--- config.mk ---
export PLATFORM = sky130hd
export DESIGN_NAME = lift_off_detector_core
export DESIGN_NICKNAME = d
export VERILOG_FILES = /design/src/lod_pkg.sv /design/src/lod_cfg_regs.sv /design/src/lod_step.sv /design/src/lift_off_detector_core.sv
export SDC_FILE = /design/constraint.sdc
export NUM_CORES = 1
export LEC_CHECK = 0
export BUFFER_PORTS_ARGS = -buffer_cell sky130_fd_sc_hd__buf_2
export CORE_MARGIN = 4
export CORE_UTILIZATION = 44
export DETAILED_ROUTE_END_ITERATION = 10
export SLEW_MARGIN = 30
export SYNTH_ARGS = -nofsm -noshare
export SYNTH_HDL_FRONTEND = slang
export SYNTH_SLANG_ARGS = --single-unit
--- constraint.sdc ---
create_clock -name clk -period 7.39 [get_ports clk]
set_clock_uncertainty 0.05 [all_clocks]
set_input_delay 0.3695 -clock clk [delete_from_list [all_inputs] [get_ports clk]]
set_output_delay 0.3695 -clock clk [all_outputs]
set_load 0.005 [all_outputs]
--- src/lod_pkg.sv ---
`timescale 1ns / 1ps
// ----------------------------------------------------------------------------
// lod_pkg: shared types and constants of the lift-off detector
// Configuration layout, reset values, phase encoding and the counter defaults.
// ----------------------------------------------------------------------------
package lod_pkg;

	localparam int COUNT_WIDTH_DEF = 12;
	localparam int CFG_CNT_W       = 12;
	localparam int CFG_IDX_W       = 3;

	// register indexes on the configuration channel
	localparam logic [CFG_IDX_W-1:0] IDX_STILL_LIMIT     = 3'd0;
	localparam logic [CFG_IDX_W-1:0] IDX_STILL_TICKS     = 3'd1;
	localparam logic [CFG_IDX_W-1:0] IDX_LIFT_TIMEOUT    = 3'd2;
	localparam logic [CFG_IDX_W-1:0] IDX_ACCEL_THRESHOLD = 3'd3;
	localparam logic [CFG_IDX_W-1:0] IDX_ANGLE_LOW       = 3'd4;
	localparam logic [CFG_IDX_W-1:0] IDX_ANGLE_HIGH      = 3'd5;
	localparam logic [CFG_IDX_W-1:0] IDX_SPIN_TIMEOUT    = 3'd6;
	localparam logic [CFG_IDX_W-1:0] IDX_SPIN_THRESHOLD  = 3'd7;

	localparam logic [15:0]          RST_STILL_LIMIT     = 16'd15;
	localparam logic [CFG_CNT_W-1:0] RST_STILL_TICKS     = 12'd10;
	localparam logic [CFG_CNT_W-1:0] RST_LIFT_TIMEOUT    = 12'd400;
	localparam logic signed [15:0]   RST_ACCEL_THRESHOLD = 16'sd27000;
	localparam logic signed [12:0]   RST_ANGLE_LOW       = -13'sd192;
	localparam logic signed [12:0]   RST_ANGLE_HIGH      = 13'sd256;
	localparam logic [CFG_CNT_W-1:0] RST_SPIN_TIMEOUT    = 12'd200;
	localparam logic [15:0]          RST_SPIN_THRESHOLD  = 16'd300;

	typedef struct packed {
		logic [15:0]          still_limit;
		logic [CFG_CNT_W-1:0] still_ticks;
		logic [CFG_CNT_W-1:0] lift_timeout;
		logic signed [15:0]   accel_threshold;
		logic signed [12:0]   angle_low;
		logic signed [12:0]   angle_high;
		logic [CFG_CNT_W-1:0] spin_timeout;
		logic [15:0]          spin_threshold;
	} lod_cfg_t;

	typedef enum logic [2:0] {
		PH_STILL = 3'b001,
		PH_LIFT  = 3'b010,
		PH_SPIN  = 3'b100
	} lod_phase_t;

	// phase as reported on the result word
	localparam logic [1:0] PHASE_CODE_STILL = 2'd0;
	localparam logic [1:0] PHASE_CODE_LIFT  = 2'd1;
	localparam logic [1:0] PHASE_CODE_SPIN  = 2'd2;

endpackage

--- src/lod_cfg_regs.sv ---
`timescale 1ns / 1ps
// ----------------------------------------------------------------------------
// lod_cfg_regs: configuration register file
// Eight thresholds and timeouts, written by index over a valid/ready channel.
// ----------------------------------------------------------------------------
module lod_cfg_regs (
	input  logic                         clk,
	input  logic                         arst_n,
	input  logic                         cfg_valid,
	output logic                         cfg_ready,
	input  logic [lod_pkg::CFG_IDX_W-1:0] cfg_index,
	input  logic [15:0]                  cfg_data,
	output lod_pkg::lod_cfg_t            cfg
);

	lod_pkg::lod_cfg_t cfg_q;

	assign cfg_ready = 1'b1;
	assign cfg       = cfg_q;

	always_ff @(posedge clk or negedge arst_n) begin
		if (!arst_n) begin
			cfg_q.still_limit     <= lod_pkg::RST_STILL_LIMIT;
			cfg_q.still_ticks     <= lod_pkg::RST_STILL_TICKS;
			cfg_q.lift_timeout    <= lod_pkg::RST_LIFT_TIMEOUT;
			cfg_q.accel_threshold <= lod_pkg::RST_ACCEL_THRESHOLD;
			cfg_q.angle_low       <= lod_pkg::RST_ANGLE_LOW;
			cfg_q.angle_high      <= lod_pkg::RST_ANGLE_HIGH;
			cfg_q.spin_timeout    <= lod_pkg::RST_SPIN_TIMEOUT;
			cfg_q.spin_threshold  <= lod_pkg::RST_SPIN_THRESHOLD;
		end else if (cfg_valid && cfg_ready) begin
			case (cfg_index)
				lod_pkg::IDX_STILL_LIMIT: begin
					cfg_q.still_limit <= cfg_data;
				end
				lod_pkg::IDX_STILL_TICKS: begin
					cfg_q.still_ticks <= cfg_data[lod_pkg::CFG_CNT_W-1:0];
				end
				lod_pkg::IDX_LIFT_TIMEOUT: begin
					cfg_q.lift_timeout <= cfg_data[lod_pkg::CFG_CNT_W-1:0];
				end
				lod_pkg::IDX_ACCEL_THRESHOLD: begin
					cfg_q.accel_threshold <= cfg_data;
				end
				lod_pkg::IDX_ANGLE_LOW: begin
					cfg_q.angle_low <= cfg_data[12:0];
				end
				lod_pkg::IDX_ANGLE_HIGH: begin
					cfg_q.angle_high <= cfg_data[12:0];
				end
				lod_pkg::IDX_SPIN_TIMEOUT: begin
					cfg_q.spin_timeout <= cfg_data[lod_pkg::CFG_CNT_W-1:0];
				end
				lod_pkg::IDX_SPIN_THRESHOLD: begin
					cfg_q.spin_threshold <= cfg_data;
				end
				default: begin
					cfg_q <= cfg_q;
				end
			endcase
		end
	end

endmodule

--- src/lod_step.sv ---
`timescale 1ns / 1ps
// ----------------------------------------------------------------------------
// lod_step: one tick of the phase sequencer
// Runs still watch, lift wait and spin wait in order on one word and gives
// the next phase, next counters and the pick-up flag.
// ----------------------------------------------------------------------------
module lod_step #(
	parameter int COUNT_WIDTH = lod_pkg::COUNT_WIDTH_DEF
) (
	input  lod_pkg::lod_cfg_t        cfg,
	input  lod_pkg::lod_phase_t      phase_cur,
	input  logic [COUNT_WIDTH-1:0]   still_run_cur,
	input  logic [COUNT_WIDTH-1:0]   lift_wait_cur,
	input  logic [COUNT_WIDTH-1:0]   spin_wait_cur,
	input  logic signed [15:0]       z_accel,
	input  logic signed [12:0]       tilt_angle,
	input  logic signed [15:0]       left_count,
	input  logic signed [15:0]       right_count,
	output lod_pkg::lod_phase_t      phase_nxt,
	output logic [COUNT_WIDTH-1:0]   still_run_nxt,
	output logic [COUNT_WIDTH-1:0]   lift_wait_nxt,
	output logic [COUNT_WIDTH-1:0]   spin_wait_nxt,
	output logic                     pick
);

	localparam int CMP_W = (COUNT_WIDTH > lod_pkg::CFG_CNT_W) ? COUNT_WIDTH
	                                                          : lod_pkg::CFG_CNT_W;
	localparam logic [COUNT_WIDTH-1:0] CNT_TOP = {COUNT_WIDTH{1'b1}};

	logic signed [17:0] left_x, right_x, sum_x;
	logic [17:0]        left_mag, right_mag, mag_sum, sum_mag;
	logic               still, lift, runaway;

	function automatic logic [COUNT_WIDTH-1:0] bump(input logic [COUNT_WIDTH-1:0] c);
		return (c == CNT_TOP) ? c : c + 1'b1;
	endfunction

	// counter strictly above a 12-bit register, compared at common width
	function automatic logic over(input logic [COUNT_WIDTH-1:0] c,
	                              input logic [lod_pkg::CFG_CNT_W-1:0] lim);
		logic [CMP_W-1:0] c_x, lim_x;
		c_x   = CMP_W'(c);
		lim_x = CMP_W'(lim);
		return c_x > lim_x;
	endfunction

	always_comb begin
		left_x    = 18'(left_count);
		right_x   = 18'(right_count);
		sum_x     = left_x + right_x;
		left_mag  = left_x[17] ? 18'(-left_x) : 18'(left_x);
		right_mag = right_x[17] ? 18'(-right_x) : 18'(right_x);
		sum_mag   = sum_x[17] ? 18'(-sum_x) : 18'(sum_x);
		mag_sum   = left_mag + right_mag;
		still     = mag_sum < {2'b00, cfg.still_limit};
		runaway   = sum_mag > {2'b00, cfg.spin_threshold};
		lift      = (z_accel > cfg.accel_threshold) &&
		            (tilt_angle > cfg.angle_low) && (tilt_angle < cfg.angle_high);
	end

	// phases fall through in order within one tick
	always_comb begin
		phase_nxt     = phase_cur;
		still_run_nxt = still_run_cur;
		lift_wait_nxt = lift_wait_cur;
		spin_wait_nxt = spin_wait_cur;
		pick          = 1'b0;

		if (phase_cur != lod_pkg::PH_STILL && phase_cur != lod_pkg::PH_LIFT &&
		    phase_cur != lod_pkg::PH_SPIN) begin
			phase_nxt = lod_pkg::PH_STILL;
		end

		if (phase_nxt == lod_pkg::PH_STILL) begin
			still_run_nxt = still ? bump(still_run_nxt) : '0;
			if (over(still_run_nxt, cfg.still_ticks)) begin
				phase_nxt     = lod_pkg::PH_LIFT;
				still_run_nxt = '0;
			end
		end

		if (phase_nxt == lod_pkg::PH_LIFT) begin
			lift_wait_nxt = bump(lift_wait_nxt);
			if (over(lift_wait_nxt, cfg.lift_timeout)) begin
				lift_wait_nxt = '0;
				phase_nxt     = lod_pkg::PH_STILL;
			end
			// lift seen still wins over a timeout on the same tick
			if (lift) begin
				phase_nxt = lod_pkg::PH_SPIN;
			end
		end

		if (phase_nxt == lod_pkg::PH_SPIN) begin
			spin_wait_nxt = bump(spin_wait_nxt);
			if (over(spin_wait_nxt, cfg.spin_timeout)) begin
				spin_wait_nxt = '0;
				phase_nxt     = lod_pkg::PH_STILL;
			end
			if (runaway) begin
				phase_nxt = lod_pkg::PH_STILL;
				pick      = 1'b1;
			end
		end
	end

endmodule

--- src/lift_off_detector_core.sv ---
`timescale 1ns / 1ps
// ----------------------------------------------------------------------------
// lift_off_detector_core: pick-up detector for a balancing robot
// Watches for stillness, then an upward jolt near level tilt, then wheel
// runaway, and flags a pick-up.
// ----------------------------------------------------------------------------
// Takes one word per clock while in_stall is low and returns exactly one result
// word per input word: the word lands in an input register, the phase sequencer
// runs through all three phases in one combinational pass, and the result lands
// in an output register. The phase and counter registers update on the same edge
// as the result register, so the next word sees them at once. When the output is
// stalled, one more word is held in the input register before in_stall rises.
// Configuration writes are always ready and take effect at once; write them only
// while idle.
module lift_off_detector_core #(
	parameter int COUNT_WIDTH = lod_pkg::COUNT_WIDTH_DEF
) (
	input  logic                          clk,
	input  logic                          arst_n,
	input  logic                          cfg_valid,
	output logic                          cfg_ready,
	input  logic [lod_pkg::CFG_IDX_W-1:0] cfg_index,
	input  logic [15:0]                   cfg_data,
	input  logic                          in_valid,
	output logic                          in_stall,
	input  logic signed [15:0]            z_accel,
	input  logic signed [12:0]            tilt_angle,
	input  logic signed [15:0]            left_count,
	input  logic signed [15:0]            right_count,
	output logic                          out_valid,
	input  logic                          out_stall,
	output logic                          picked_up,
	output logic [1:0]                    phase
);

	lod_pkg::lod_cfg_t   cfg;
	lod_pkg::lod_phase_t phase_q, phase_nxt;
	logic [COUNT_WIDTH-1:0] still_run_q, lift_wait_q, spin_wait_q;
	logic [COUNT_WIDTH-1:0] still_run_nxt, lift_wait_nxt, spin_wait_nxt;
	logic                   pick;

	logic                s1_valid_q;
	logic signed [15:0]  z_accel_s1, left_count_s1, right_count_s1;
	logic signed [12:0]  tilt_angle_s1;
	logic                out_valid_q, picked_up_q;
	logic [1:0]          phase_out_q;
	logic                advance, in_take, step;

	lod_cfg_regs u_cfg (
		.clk       (clk),
		.arst_n    (arst_n),
		.cfg_valid (cfg_valid),
		.cfg_ready (cfg_ready),
		.cfg_index (cfg_index),
		.cfg_data  (cfg_data),
		.cfg       (cfg)
	);

	lod_step #(.COUNT_WIDTH(COUNT_WIDTH)) u_step (
		.cfg           (cfg),
		.phase_cur     (phase_q),
		.still_run_cur (still_run_q),
		.lift_wait_cur (lift_wait_q),
		.spin_wait_cur (spin_wait_q),
		.z_accel       (z_accel_s1),
		.tilt_angle    (tilt_angle_s1),
		.left_count    (left_count_s1),
		.right_count   (right_count_s1),
		.phase_nxt     (phase_nxt),
		.still_run_nxt (still_run_nxt),
		.lift_wait_nxt (lift_wait_nxt),
		.spin_wait_nxt (spin_wait_nxt),
		.pick          (pick)
	);

	// output register can take a word when empty or being drained
	assign advance  = !out_valid_q || !out_stall;
	assign in_stall = s1_valid_q && !advance;
	assign in_take  = in_valid && !in_stall;
	assign step     = s1_valid_q && advance;

	always_ff @(posedge clk or negedge arst_n) begin
		if (!arst_n) begin
			s1_valid_q <= 1'b0;
		end else if (in_take) begin
			s1_valid_q <= 1'b1;
		end else if (advance) begin
			s1_valid_q <= 1'b0;
		end
	end

	always_ff @(posedge clk) begin
		if (in_take) begin
			z_accel_s1     <= z_accel;
			tilt_angle_s1  <= tilt_angle;
			left_count_s1  <= left_count;
			right_count_s1 <= right_count;
		end
	end

	always_ff @(posedge clk or negedge arst_n) begin
		if (!arst_n) begin
			phase_q     <= lod_pkg::PH_STILL;
			still_run_q <= '0;
			lift_wait_q <= '0;
			spin_wait_q <= '0;
			out_valid_q <= 1'b0;
		end else begin
			if (step) begin
				phase_q     <= phase_nxt;
				still_run_q <= still_run_nxt;
				lift_wait_q <= lift_wait_nxt;
				spin_wait_q <= spin_wait_nxt;
			end
			if (advance) begin
				out_valid_q <= s1_valid_q;
			end
		end
	end

	always_ff @(posedge clk) begin
		if (step) begin
			picked_up_q <= pick;
			case (phase_nxt)
				lod_pkg::PH_LIFT: begin
					phase_out_q <= lod_pkg::PHASE_CODE_LIFT;
				end
				lod_pkg::PH_SPIN: begin
					phase_out_q <= lod_pkg::PHASE_CODE_SPIN;
				end
				default: begin
					phase_out_q <= lod_pkg::PHASE_CODE_STILL;
				end
			endcase
		end
	end

	assign out_valid = out_valid_q;
	assign picked_up = picked_up_q;
	assign phase     = phase_out_q;

	// a pick-up always returns the sequencer to still watch
	a_pick_to_still: assert property (@(posedge clk) disable iff (!arst_n)
		out_valid && picked_up |-> phase == lod_pkg::PHASE_CODE_STILL)
		else $error("pick-up reported outside still watch");

	// the still counter is cleared whenever still watch is left
	a_still_run_idle: assert property (@(posedge clk) disable iff (!arst_n)
		still_run_q != '0 |-> phase_q == lod_pkg::PH_STILL)
		else $error("still counter live outside still watch");

	// a word processed from the input register shows up as a result
	a_step_to_out: assert property (@(posedge clk) disable iff (!arst_n)
		step |=> out_valid)
		else $error("processed word lost before output");

	// the reported phase never takes the unused code
	a_phase_code: assert property (@(posedge clk) disable iff (!arst_n)
		out_valid |-> (phase == lod_pkg::PHASE_CODE_STILL ||
		               phase == lod_pkg::PHASE_CODE_LIFT ||
		               phase == lod_pkg::PHASE_CODE_SPIN))
		else $error("unused phase code on output");

endmodule
==> results.yml, run 1 <==
outcome:
  status: "finished clean"
sta:
  final_max_slew_viol_count: 0
  slew_headroom_pct: 42.83
  finalCritPeriodShare_pct: 91.61
  final.min_clock_period_ns: 6.770
  finalSetupTns_ns: 0
  grt_setup_unrepaired: "false"
  hold_viol: 0
  finalSetupViolations: 0
  hold_ws_ns: 0.08356
  clock.fmax_ghz: 0.1477
  worst_pin_slew_ns: 0.8576
global_routing:
  grt_pass1_vias: 10510
  gr-total-overflow: 0
  grt_use_total_pct: 19.06
  antenna_found_initial: 0
  grt_pass1_wl_mm: 54.82
  grt_max_degree: 97
clocking:
  cts.sinks: 215
  h-tree-depth: 1
  clk_pin_slew_worst_paths_ns: 0.06
  cts-root-buf: "clkbuf_16"
  worstSkewPairLatency_ns: 0.54
  clockBufferDepth: 3
  numCtsBuffers: 26
  tritoncts: "done"
logic_synthesis:
  synth.distinct_cells: 83
  async_flop_share_pct: 70.23
  syn_area_um2: 14000
  seq_area_frac_synth_pct: 41.00
  yosys_warnings: 0
  ys_seq_elements: 215
  ys_dominant_reg_cell: "dfrtp_1"
  syn_area_per_cell_um2: 9.936
  syn_inst: 1409
  synth_edf_count: 64
floorplanning:
  die_w_um: 186.4
  fp-row-count: 65
  die_h_um: 186.4
  io_pins: 91
  die_area_um2: 34740
  initial_core_util_pct: 44.48
  core-area_um2: 31470
drt:
  wl_per_cell_um: 16.95
  finalWirelength_mm: 33.69
  drt-vias-per-instance: 5.414
  num_vias: 10760
  drt-pass1-iter-count: 5
  drc_errors: 0
  ant_nets: 0
  drt_iter0_drc: 575
critical_path:
  endpoint_kind: "register"
  cp.required_ns: 7.77
  cp_max_fo: 22
  crit_path_start: "right_count_s1[1]"
  rr_startpoint: "right_count_s1[1]"
  start_kind: "register"
  critPathKind: "register to register"
  arrival_ns: 7.15
final_layout:
  multi_input_area_um2: 7664
  num-nets-final: 1799
  area_growth_pct: 17.58
  diodes: 0
  final_cell_mix: "ha_1 (146), inv_1 (134), nand2_1 (124), dfrtp_1 (119), o21ai_0 (101)"
  layout_commonest_cell: "ha_1"
  drive_above_1_share_pct: 17.78
  layout.area.seq_um2: 5741
  n_fill_cell: 2855
power_and_ir_drop:
  p_leak_uw: 0.007468
  power_density_nw_per_um2: 233.7
  ir_drop_uv: 169.3
placement:
  io_buffers: 89
  hpwl_mm: 24.59
  gp_congestion: 0.8929
flow_run:
  cap_viol_max_count: 0
hold_path:
  hp-class: "input port to register"
  hold_path_startpoint: "cfg_data[13]"
## flip-flops by register name (all words and copies together) (netlist names), 2 cells and up
signal / count
phase: 2
still_run_q: 12
u_cfg.cfg: 110
phase_q: 3
lift_wait_q: 12
tilt_angle_s1: 13
z_accel_s1: 16
left_count_s1: 16
right_count_s1: 16
spin_wait_q: 12
## routing by layer
| metal | up-vias | part of all wire (%) | GRT usage (%) |
|---|---|---|---|
| met1 | 5100 | 46 | 25.95 |
| met5 | - | 0 | 0 |
| met3 | 59 | 3.9 | 2.806 |
| met2 | 204 | 47 | 31.92 |
| met4 | 0 | 3.0 | 5.489 |
| li1 | 5401 | - | - |
## synth_stat cells, drive strengths merged, types with 28 or more instances
| cell type | instances | area share (%) |
|---|---|---|
| a21oi | 63 | 2.3 |
| clkbuf | 28 | 0.75 |
| dfrtp | 119 | 21 |
| nand2 | 125 | 3.4 |
| ha | 146 | 13 |
| inv | 134 | 3.6 |
| nor2 | 67 | 1.8 |
| nand3 | 29 | 1.0 |
| o21ai | 104 | 3.7 |
| mux2 | 62 | 5.0 |
| dfstp | 32 | 6.0 |
| a21o | 43 | 2.3 |
| edfxtp | 64 | 14 |
| xnor2 | 66 | 4.1 |
## path summary, 6_finish.rpt
check	to	slack (ns)	cells after the start
max	spin_wait_q[11]	0.62	27
min	u_cfg.cfg[107]	0.08	3
max reg2reg	spin_wait_q[11]	0.62	27
min reg2reg	out_valid	0.44	1
max in group asynchronous	spin_wait_q[9]	5.71	3
min in group asynchronous	u_cfg.cfg[48]	0.37	2
## worst max-delay path, stage by stage (launching register included)
cell and delay [ns]:
edfxtp_1 0.47, inv_1 0.15, ha_1 0.19, nand2_1 0.08
o31ai_1 0.26, xnor2_1 0.11, ha_1 0.23, or3_1 0.37
o311a_1 0.39, o41a_1 0.35, o21ai_0 0.17, nand2b_1 0.07
a21oi_1 0.17, xnor2_1 0.08, ha_1 0.17, a2111oi_1 0.33
o21ai_0 0.18, a31oi_2 0.28, nand3_2 0.25, a21oi_1 0.21
ha_1 0.28, a21oi_1 0.19, o21ai_0 0.11, a2111oi_1 0.43
a21oi_2 0.18, o211ai_1 0.31, buf_6 0.24, mux2_2 0.35
## where the power goes
group | internal (uW) | leakage, uW | switching, uW
sequential | 1420 | 0.00246 | 88.4
combinational | 500 | 0.00459 | 607
clock | 723 | 0.000420 | 511
total | 2640 | 0.00747 | 1210
## timing repair
item	CTS	global route
endpoints found under the hold margin	130	0
buffers inserted	0	3
setup endpoints to repair	0	41
hold buffers	64	0
gates resized for setup	0	15
## final cells by class
cell class / count / share of cell area, %
repair buffers: 167 / 7.335
clock inverters: 12 / 0.5017
flip-flops and latches: 215 / 34.87
inverters: 134 / 3.056
clock buffers: 36 / 4.621
well taps: 402 / 3.056
multi-input cells: 1022 / 46.56
## logic make-up after synthesis
| logic type | count (synthesis) | share of synthesized area (%) |
|---|---|---|
| other | 2 | 0.05364 |
| AO/OA/AOI/OAI | 336 | 16.27 |
| XOR/XNOR | 85 | 5.371 |
| flip-flops | 215 | 41.00 |
| AND/OR/NAND/NOR | 386 | 13.97 |
| adder cells (fa/ha/maj) | 148 | 13.33 |
| buffers and inverters | 173 | 4.871 |
| multiplexers | 64 | 5.130 |
## metrics by stage
| step | instance area, um2 | total power [uW] | worst slack [ns] | util, % | instances |
|---|---|---|---|---|---|
| after floorplan | 14000 | 2308 | 1.232 | - | 1410 |
| after global placement | 14870 | 2569 | 0.4235 | 47.24 | 1871 |
| after detailed placement | 14880 | 2596 | 0.1899 | 47.28 | 1872 |
| after CTS | 16370 | 3877 | 0.1402 | 52.00 | 1984 |
| after global routing | 16460 | 4115 | 0.01163 | 52.30 | 1988 |
| final | 16460 | 3847 | 0.6201 | 52.30 | 1988 |
No activity file was read; power rests on OpenSTA's default activity.
==> run 2: changes to the inputs <==
GPL_TIMING_DRIVEN = 0   (was default)
==> run 2 against run 1 <==
Effect of this change:
- worst hold slack worse by 0.0060 ns
- via count increased by 1.6%
- die area stayed put
- critical path type unchanged
- largest cell class unchanged
==> results.yml, run 2 (same netlist as run 1, synthesis figures left out) <==
floorplanning:
  initial_core_util_pct: 44.48
  core-area_um2: 31470
  die_w_um: 186.4
  fp-row-count: 65
  io_pins: 91
  die_area_um2: 34740
  die_h_um: 186.4
drt:
  num_vias: 10930
  wl_per_cell_um: 16.99
  drt_iter0_drc: 591
  drc_errors: 0
  finalWirelength_mm: 34.29
  drt-pass1-iter-count: 5
  ant_nets: 0
  drt-vias-per-instance: 5.418
global_routing:
  gr-total-overflow: 0
  grt_busiest_layer: "met2"
  grt_use_total_pct: 19.20
  grt_pass1_vias: 10670
  antenna_found_initial: 0
  met3_usage_pct: 2.357
  grtUsageMet1_pct: 26.50
  grt_pass1_wl_mm: 55.26
  grt_max_degree: 87
  globalRouteMet2Util_pct: 32.50
sta:
  finalSetupViolations: 0
  clock.fmax_ghz: 0.1457
  finalCritPeriodShare_pct: 92.86
  hold_viol: 0
  finalSetupTns_ns: 0
  worst_pin_slew_ns: 0.8984
  grt_setup_unrepaired: "false"
  slew_headroom_pct: 39.98
  final.min_clock_period_ns: 6.862
  final_max_slew_viol_count: 0
critical_path:
  start_kind: "register"
  cp_max_fo: 10
  cp_slowest_cell: "edfxtp_1"
  cp.required_ns: 7.77
  cp_top_family: "compound AO/OA/AOI/OAI gates"
  critical_path.max_stage_delay_ns: 0.48
  arrival_ns: 7.24
  endpoint_kind: "register"
  critical_path_buf_inv_count: 3
  critPathKind: "register to register"
final_layout:
  diodes: 0
  area_growth_pct: 18.21
  postLayoutCoreUtil_pct: 52.58
  layout_commonest_cell: "ha_1"
  fin_area_um2: 16550
  drive_above_1_share_pct: 16.96
  num-nets-final: 1830
  final_cells: 2018
  n_fill_cell: 2815
  largest_register_ffs: 110
  final_cell_mix: "ha_1 (146), inv_1 (134), nand2_1 (124), dfrtp_1 (119), o21ai_0 (98)"
placement:
  io_buffers: 87
  placed_cell_area_um2: 15010
  placed_cells: 1901
  hpwl_mm: 25.35
  gp_congestion: 0.8475
clocking:
  clockBufferDepth: 3
  h-tree-depth: 1
  tritoncts: "done"
  cts.sinks: 215
  worstSkewPairLatency_ns: 0.54
  cts-root-buf: "clkbuf_16"
  numCtsBuffers: 25
  clk_pin_slew_worst_paths_ns: 0.06
power_and_ir_drop:
  power_uw: 3835
  p_leak_uw: 0.007494
  ir_drop_uv: 177.5
  power_density_nw_per_um2: 231.7
flow_run:
  cap_viol_max_count: 0
hold_path:
  hp-class: "input port to register"
outcome:
  status: "finished clean"
[run 2: cell count changes in the layout (fill, tap and decap cells not counted), moves of 3 or more]
cell | previous run | this run
buf_2 | 88 | 91
clkbuf_1 | 5 | 32
clkbuf_16 | 28 | 25
clkbuf_2 | 0 | 4
clkbuf_8 | 4 | 1
clkinv_1 | 0 | 3
clkinv_2 | 7 | 2
nor3_1 | 23 | 26
nor3_2 | 4 | 1
o21ai_0 | 101 | 98
o21ai_1 | 2 | 5
[run 2: worst paths after layout]
| check | end | cells past startpoint | slack (ns) | start |
|---|---|---|---|---|
| max | spin_wait_q[3] | 29 | 0.53 | right_count_s1[2] |
| min | u_cfg.cfg[109] | 3 | 0.08 | cfg_data[15] |
| max reg2reg | spin_wait_q[3] | 29 | 0.53 | right_count_s1[2] |
| min reg2reg | u_cfg.cfg[39] | 1 | 0.45 | u_cfg.cfg[39] |
| max in group asynchronous | u_cfg.cfg[96] | 3 | 6.14 | arst_n |
| min in group asynchronous | u_cfg.cfg[35] | 2 | 0.33 | arst_n |
[run 2: through the flow]
step	worst slack [ns]	hold slack (ns)
after detailed placement	-0.1217	0.3097
after global routing	0.02714	0.09798
after global placement	-0.05898	0.4330
final	0.5276	0.07756
after floorplan	1.232	0.02391
after CTS	0.0006759	0.06904
[run 2: per-layer routing]
metal,share of wire (%),wire (um),vias up
li1,-,-,5459
met1,46,15870,5210
met2,48,16290,222
met3,4.0,1375,43
met4,2.2,756,0
met5,0,0,-
[run 2: report_power, final]
part	internal [uW]	leakage (uW)	total [uW]	switching, uW
clock network	710	0.000385	1210	496
logic	511	0.00465	1130	615
registers	1420	0.00246	1500	84.6
total	2640	0.00749	3830	1200
[run 2: worst reg2reg max path, delay by kind of cell, from the launching register on]
| family | cells | cell delay [ns] |
|---|---|---|
| xor gates and xnor gates | 2 | 0.19 |
| adders and majority gates | 3 | 0.69 |
| buffers and inverters | 3 | 0.60 |
| DFF | 1 | 0.48 |
| AOI/OAI and AO/OA | 15 | 3.59 |
| and+or+nand+nor | 6 | 1.16 |
[run 2: area by class of cell]
type	count	area [um2]	area share [%]
tap	402	503.0	3.039
timing repair buffer	160	1194	7.213
multi-input combinational	1022	7621	46.05
inverter	134	503.0	3.039
clock buffer	35	673.1	4.068
buffer	39	187.7	1.134
sequential	215	5741	34.69
clock inverter	11	126.4	0.7636
[run 2: timing repair]
action / in CTS / in global routing
buffers inserted: 0 / 7
pin swaps: 0 / 3
gates resized for setup: 3 / 20
endpoints found under the setup margin: 7 / 40
hold buffers: 64 / 0
hold endpoints to repair: 111 / 0
==> run 3: changes to the inputs <==
CAP_MARGIN = 25   (was default)
REMOVE_ABC_BUFFERS = 1   (was default)
==> run 3 against run 2 <==
Effect of this change:
- final area increased by 0.56%
- wire length down 1.9%
- cell count decreased by 1.4%
==> results.yml, run 3 (same netlist as run 1, synthesis figures left out) <==
global_routing:
  antenna_found_initial: 0
  gr-total-overflow: 0
  grt_pass1_wl_mm: 55.36
  grt_max_degree: 55
  grt_pass1_vias: 10800
  grt_use_total_pct: 19.15
placement:
  gp_congestion: 0.8959
  hpwl_mm: 24.82
  io_buffers: 89
  placed_cell_area_um2: 14960
power_and_ir_drop:
  p_sw_share_pct: 29.99
  power_density_nw_per_um2: 241.0
  p_int_uw: 2808
  p_leak_uw: 0.007540
  p_clk_share_pct: 34.6
  power.switching_uw: 1203
  p_comb_share_pct: 27.9
  ir_drop_uv: 191.3
  power_frac_seq_pct: 37.4
drt:
  drc_errors: 0
  route.met2.wl_mm: 16.27
  ant_nets: 0
  routed.top_layer: "met4"
  wl_per_cell_um: 16.92
  wl_met3_mm: 1.117
  met1Wirelength_mm: 15.34
  finalWirelength_mm: 33.66
  drt-vias-per-instance: 5.374
  drt_iter0_drc: 512
  drt-pass1-iter-count: 5
  num_vias: 10690
floorplanning:
  fp-row-count: 65
  initial_core_util_pct: 44.48
  die_w_um: 186.4
  die_h_um: 186.4
  io_pins: 91
  die_area_um2: 34740
  core-area_um2: 31470
sta:
  final_max_slew_viol_count: 0
  clock.fmax_ghz: 0.1455
  hold_viol: 0
  finalSetupViolations: 0
  hold_ws_ns: 0.02502
  slew_headroom_pct: 40.64
  grt_setup_unrepaired: "false"
  final.min_clock_period_ns: 6.873
  finalCritPeriodShare_pct: 93.01
  worst_pin_slew_ns: 0.8862
critical_path:
  arrival_ns: 7.25
  endpoint_kind: "register"
  cp_slowest_cell: "edfxtp_1"
  cp.required_ns: 7.77
  critical_path.max_stage_delay_ns: 0.47
  cp_common_cell: "o21ai_0"
  start_kind: "register"
  critPathKind: "register to register"
  cp_max_fo: 11
final_layout:
  largest_register_ffs: 110
  area_growth_pct: 18.87
  diodes: 0
  num-nets-final: 1801
  final_cell_mix: "ha_1 (146), inv_1 (134), nand2_1 (124), dfrtp_1 (119), o21ai_0 (101)"
  layout_commonest_cell: "ha_1"
  drive_above_1_share_pct: 18.02
  fin_area_um2: 16640
  n_fill_cell: 2819
clocking:
  worstSkewPairLatency_ns: 0.54
  numCtsBuffers: 25
  clockBufferDepth: 3
  cts-root-buf: "clkbuf_16"
  tritoncts: "done"
  h-tree-depth: 1
  cts.sinks: 215
  clk_pin_slew_worst_paths_ns: 0.06
outcome:
  status: "finished clean"
hold_path:
  hp-class: "input port to register"
flow_run:
  cap_viol_max_count: 0
[run 3: cell count changes in the layout (fill, tap and decap cells not counted), moves of 3 or more]
cell,previous run,this run
o21ai_1,5,1
clkbuf_8,1,5
bufinv_16,2,6
clkbuf_1,32,2
o21ai_0,98,101
clkbuf_2,4,0
[run 3: power by group through the flow]
stage	Clock (uW)	Combinational (uW)	Sequential (uW)
finish	1390	1120	1500
global placement	0	1040	1520
global route	1470	1290	1520
detailed placement	0	1080	1520
CTS	1420	1110	1500
floorplan	0	803	1500
[run 3: area by class of cell]
cell class              count  area (um2)  share of cell area (%)
flip-flops and latches    215        5741                   34.50
well taps                 402       503.0                   3.023
clock buffers              33       703.2                   4.226
repair buffers            170        1285                   7.722
multi-input cells        1022        7671                   46.10
clock inverters            13       235.2                   1.414
inverters                 134       503.0                   3.023
[run 3: what timing repair did]
action,4_1_cts,5_1_grt
cloned,0,0
setup buffers,2,3
setup endpoints to repair,26,42
hold endpoints to repair,107,0
hold buffers,63,0
pin swaps,1,1
gates resized for setup,2,10
[run 3: metrics by stage]
| stage | util, % | total power, uW | setup WS [ns] | std cells | TNS [ns] |
|---|---|---|---|---|---|
| 4_1_cts | 52.59 | 4036 | 0.006015 | 1984 | 0 |
| 3_3_place_gp | 46.94 | 2560 | -0.7319 | 1862 | -8.896 |
| 5_1_grt | 52.87 | 4275 | 0.08135 | 1989 | 0 |
| 6_report | 52.87 | 4011 | 0.5166 | 1989 | 0 |
| 2_1_floorplan | - | 2300 | 0.7909 | 1371 | 0 |
| 3_5_place_dp | 47.54 | 2600 | -0.2242 | 1873 | -3.046 |
[run 3: per-layer routing]
metal | track usage (%) | vias up
met1 | 25.63 | 5065
met4 | 4.835 | 0
li1 | - | 5389
met3 | 2.413 | 57
met5 | 0 | -
met2 | 33.19 | 177
[run 3: worst paths after layout]
| check | from | endpoint | slack [ns] | depth (start not counted) |
|---|---|---|---|---|
| min in group asynchronous | arst_n | spin_wait_q[8] | 0.26 | 2 |
| max in group asynchronous | arst_n | u_cfg.cfg[94] | 6.07 | 4 |
| worst max-delay path | left_count_s1[2] | spin_wait_q[11] | 0.52 | 28 |
| worst max register to register | left_count_s1[2] | spin_wait_q[11] | 0.52 | 28 |
| worst min-delay path | out_stall | out_valid | 0.03 | 3 |
| worst min register to register | s1_valid_q | out_valid | 0.45 | 1 |
[run 3: critical path, delay by kind of cell (launching register included)]
family                     cells  cell delay, ns
DFF                            1            0.47
buffers and inverters          3            0.52
and+or+nand+nor                7            1.43
xor gates and xnor gates       2            0.20
AOI/OAI and AO/OA             12            3.03
adders and majority gates      3            0.70
muxes                          1            0.35
